--- src/rtl/wwgs_pkg.sv ---
// Shared types and constants for the Wireworld grid stepper.
// Used by the channel interfaces, the window module, the top level and the checker.
// No dependencies.
package wwgs_pkg;

    localparam int GRID_WIDTH  = 64;
    localparam int GRID_HEIGHT = 64;

    localparam int KIND_W  = 2;
    localparam int COORD_W = 6;
    localparam int STATE_W = 2;

    localparam int CELL_COUNT = GRID_WIDTH * GRID_HEIGHT;
    localparam int ADDR_W     = $clog2(CELL_COUNT);
    localparam int COL_IDX_W  = $clog2(GRID_WIDTH);
    localparam int ROW_IDX_W  = $clog2(GRID_HEIGHT);

    // A generation step streams every cell once and writes each new value
    // one row behind the read side, past the grid RAM read and window registers.
    localparam int SCAN_FEED_LAST = CELL_COUNT + GRID_WIDTH;
    localparam int SCAN_WR_FIRST  = GRID_WIDTH + 3;
    localparam int SCAN_LAST      = CELL_COUNT + GRID_WIDTH + 2;
    localparam int SCAN_W         = $clog2(SCAN_LAST + 1);

    typedef enum logic [STATE_W-1:0] {
        CELL_EMPTY = 2'd0,
        CELL_HEAD  = 2'd1,
        CELL_TAIL  = 2'd2,
        CELL_COND  = 2'd3
    } cell_t;

    typedef enum logic [KIND_W-1:0] {
        KIND_WRITE = 2'd0,
        KIND_READ  = 2'd1,
        KIND_STEP  = 2'd2,
        KIND_CLEAR = 2'd3
    } kind_t;

    // Control from the scan sequencer to the neighborhood window.
    typedef struct packed {
        logic shift;
        logic mask_top;
        logic mask_bot;
        logic mask_left;
        logic mask_right;
    } win_ctl_t;

endpackage

--- src/rtl/wwgs_window.sv ---
// 3x3 neighborhood window and Wireworld update rule for the generation scan.
// Depends on wwgs_pkg.
module wwgs_window (
    input  logic               clk,
    input  wwgs_pkg::win_ctl_t ctl,
    input  wwgs_pkg::cell_t    col_top,
    input  wwgs_pkg::cell_t    col_mid,
    input  wwgs_pkg::cell_t    col_bot,
    output wwgs_pkg::cell_t    next_cell
);

    // win_reg[row][col]; column 2 holds the newest sample.
    wwgs_pkg::cell_t win_reg [3][3];
    wwgs_pkg::cell_t new_col [3];

    logic [3:0] heads;

    assign new_col[0] = col_top;
    assign new_col[1] = col_mid;
    assign new_col[2] = col_bot;

    always_ff @(posedge clk)
    begin
        if (ctl.shift)
        begin
            for (int r = 0; r < 3; r++)
            begin
                win_reg[r][0] <= win_reg[r][1];
                win_reg[r][1] <= win_reg[r][2];
                win_reg[r][2] <= new_col[r];
            end
        end
    end

    // Samples that fall outside the grid, or that belong to the neighboring
    // row at a left or right edge, are masked out of the head count.
    always_comb
    begin
        logic keep;
        heads = 4'd0;
        for (int r = 0; r < 3; r++)
        begin
            for (int c = 0; c < 3; c++)
            begin
                keep = !(r == 1 && c == 1)
                       && !(r == 0 && ctl.mask_top)
                       && !(r == 2 && ctl.mask_bot)
                       && !(c == 0 && ctl.mask_left)
                       && !(c == 2 && ctl.mask_right);
                if (keep && win_reg[r][c] == wwgs_pkg::CELL_HEAD)
                begin
                    heads = heads + 4'd1;
                end
            end
        end
    end

    always_comb
    begin
        case (win_reg[1][1])
            wwgs_pkg::CELL_HEAD: next_cell = wwgs_pkg::CELL_TAIL;
            wwgs_pkg::CELL_TAIL: next_cell = wwgs_pkg::CELL_COND;
            wwgs_pkg::CELL_COND:
            begin
                if (heads == 4'd1 || heads == 4'd2)
                begin
                    next_cell = wwgs_pkg::CELL_HEAD;
                end
                else
                begin
                    next_cell = wwgs_pkg::CELL_COND;
                end
            end
            default: next_cell = wwgs_pkg::CELL_EMPTY;
        endcase
    end

endmodule

--- config.mk ---
export PLATFORM = sky130hd
export DESIGN_NAME = wwgs_window
export DESIGN_NICKNAME = d
export VERILOG_FILES = /design/src/rtl/wwgs_pkg.sv /design/src/rtl/wwgs_window.sv
export SDC_FILE = /design/constraint.sdc
export NUM_CORES = 1
export LEC_CHECK = 0
export ABC_AREA = 1
export BUFFER_PORTS_ARGS = -buffer_cell sky130_fd_sc_hd__buf_2
export CORE_MARGIN = 1
export CORE_UTILIZATION = 58
export DETAILED_ROUTE_END_ITERATION = 7
export PLACE_DENSITY = 0.76
export SLEW_MARGIN = 5
export SYNTH_ARGS = -nofsm -noshare
export SYNTH_HDL_FRONTEND = slang
export SYNTH_SLANG_ARGS = --single-unit
--- constraint.sdc ---
create_clock -name clk -period 6 [get_ports clk]
set_input_delay 0.3 -clock clk [delete_from_list [all_inputs] [get_ports clk]]
set_output_delay 0.3 -clock clk [all_outputs]
set_load 0.01 [all_outputs]
==> summary.txt <==
Detailed routing
  – First-pass DRT Iterations: 4
  – # DRC: 0
  – First-iteration detailed-routing DRC count: 12
  – Vias/cell: 5.27
  – Total number of vias: 1,085
  – Post-Route WL: 2320 um
  – Detail Route Antenna Nets: 0
  – Wirelength per Cell: 11.2 um

Final layout
  – ANT cells: 0
  – Area Overhead vs Synth: 8.64%
  – Number of flip-flops under the largest register name: 18
  – Layout cells sized above 1: 0.309
  – Final Instance Count excl. Fillers: 206
  – Final #Nets: 199
  – Post-route cell area: 1490 um2

Timing
  – Slew margin rel.: 0.699
  – Hold slack: 0.181 ns
  – Worst clock skew: 0.00316 ns
  – Achievable Freq: 186 MHz
  – RSZ-0062 raised after global routing: false
  – Crit share post-route: 0.896
  – Tmin final: 5.37 ns
  – Worst-Margin Slew: 0.448 ns
  – Setup violations, final: 0
  – Max Transition Viols Final: 0
  – Final setup TNS: 0 ns
  – Final hold vios: 0

GRT
  – Global-route wire length before repair: 4130 um
  – Largest net degree at the start of global routing: 19
  – Initial antenna violation count: 0
  – Vias in the first global route: 1,036
  – Global route total overflow: 0
  – Tot GR Track Use: 0.213

Critical path
  – Critical Path RT: 5.70 ns
  – R2R cell count: 0
  – Top delay family on crit path: simple AND/OR/NAND/NOR gates
  – Critical R2R Launch: win_reg[0][1]
  – Worst R2R Setup Slack: 5.29 ns
  – Buf+Inv Stages, Crit Path: 4
  – Crit path to: next_cell[1]
  – Slowest cell on the critical path: nor4_1
  – Worst setup startpoint: win_reg[0][5]
  – Crit path DAT: 5.07 ns
  – Slowest stage delay, CP: 0.38 ns
  – Levels on crit path: 26
  – Startpoint types: register
  – Crit Reg-Reg Endpoint: win_reg[0][3]
  – Most used cell along the critical path: nand2_1
  – CP Max Fanout: 4
  – CP Capture Type: output port
  – Setup CP Type: register to output port

Clock network
  – Clock sink count: 18
  – CTS clock-pin slew for the worst setup and hold paths: 0.09 ns
  – Cts hold-fix bufs: 0
  – TritonCTS clock tree: done
  – Post-CTS Resized: 0
  – Clock root buffer: clkbuf_4
  – Worst skew pair latency: 0.29 ns
  – Clk buf depth: 2
  – H-tree levels: 1
  – TritonCTS Buffers: 3
  – Post-CTS setup buffers: 0

Job
  – Max_cap viols: 0

Die
  – Initial Utilization: 0.616
  – Die height: 50.7 um
  – Core ar.: 2230 um2
  – Die Area: 2570 um2
  – IO Pins: 14
  – FP Rows: 17
  – Die W: 50.7 um

Synthesis
  – Synth Area in Compound Gates: 0.0291
  – Syn_nets: 182
  – Yosys warns: 0
  – Post-Synth Adder-Cell Area: 0.0637
  – XOR/XNOR Fraction of Synth Area: 0
  – Post-synthesis cell area: 1380 um2
  – Yosys reg bits: 18
  – Largest family of logic cells by synthesized area: simple AND/OR/NAND/NOR gates
  – Netlist cell types: 22
  – Synth Area in Simple Gates: 0.435
  – Sequential share of the synthesized area: 0.393
  – Syn avg cell area: 8.44 um2
  – Mux share of post-synthesis cell area: 0
  – Synth Instances: 163

Pwr
  – VDD IR-drop max: 0.205 mV
  – Leakage: 0.714 nW
  – P per Cell Area: 178 nW/um2

Placement
  – Placed insts: 203
  – Port Buffers: 13
  – Post-DP HPWL: 1940 um
  – Routability cong.: 0.808
  – DP Area: 1470 um2

Min path
  – Worst hold path startpoint: col_mid[1]
  – Hold Path Class: input pin to register

Run status
  – Status: finished, final reports clean
-- kinds of logic after synthesis --
kind of cell / Yosys count
AO/OA/AOI/OAI: 5
adder cells (fa/ha/maj): 7
buffers and inverters: 29
flip-flops: 18
AND/OR/NAND/NOR: 104
-- placed cells by master, fill, tap and decap left out, drive strengths merged --
cell and instances:
nand2 47, nand3 33, inv 28, edfxtp 18, buf 13, nor2 13, ha 7, or2 4
clkbuf 3, a21oi 3, nor4 2, nand3b 2, nand4 2, o21ai 2, nor3 1
-- worst min-delay path by stage --
stage,to,slack (ns),depth (start not counted)
after detailed placement,win_reg[2][4],0.43,0
after global routing,win_reg[0][1],0.17,1
after CTS,win_reg[1][1],0.17,1
after global placement,win_reg[2][2],0.43,0
final,win_reg[1][1],0.18,1
after floorplan,win_reg[0][0],0.40,0
-- layout make-up --
class / instances / area (um2)
fillers: 192 / 739
flip-flops and latches: 18 / 541
multi-input cells: 116 / 726
well taps: 28 / 35.0
clock buffers: 3 / 22.5
repair buffers: 13 / 65.1
inverters: 28 / 105
-- synthesized netlist by cell type --
| library cell | number | area (um2) |
|---|---|---|
| a21oi_2 | 2 | 17.5 |
| a21oi_1 | 1 | 5.00 |
| nor3_1 | 1 | 5.00 |
| nand2_1 | 35 | 131 |
| nor2_4 | 2 | 22.5 |
| nand2_2 | 11 | 68.8 |
| inv_2 | 1 | 3.75 |
| or2_2 | 4 | 25.0 |
| nand3_4 | 2 | 35.0 |
| nor2_2 | 3 | 18.8 |
| edfxtp_1 | 18 | 541 |
| ha_1 | 7 | 87.6 |
| o21ai_2 | 2 | 17.5 |
| nand4_1 | 2 | 12.5 |
| nor2_1 | 8 | 30.0 |
| inv_1 | 27 | 101 |
| nor4_1 | 2 | 12.5 |
| nand3b_1 | 2 | 15.0 |
| nand3_2 | 11 | 110 |
| nand2_4 | 1 | 11.3 |
| clkbuf_1 | 1 | 3.75 |
| nand3_1 | 20 | 100 |
-- layer usage --
metal	track usage	up-vias	wire [um]
met5	0	-	0
met4	0.0833	0	25
met3	0.00909	2	50
met2	0.391	19	1160
met1	0.260	493	1080
li1	-	571	-
-- through the flow --
stage                     total power (W)  utilization  worst slack [ns]
final                            0.000266        0.669             0.626
after floorplan                  0.000196            -              1.43
after detailed placement         0.000214        0.659             0.828
after global placement           0.000210        0.659              1.01
after global routing             0.000282        0.669             0.265
after CTS                        0.000270        0.669             0.622
-- power by group --
part	total [W]	internal [W]	leakage, nW	switching [W]
clock	0.0000558	0.0000233	0.0138	0.0000324
sequential	0.000153	0.000149	0.176	0.00000436
combinational	0.0000576	0.0000206	0.524	0.0000370
total	0.000266	0.000193	0.714	0.0000738
Power figures use the tool's default switching activity.
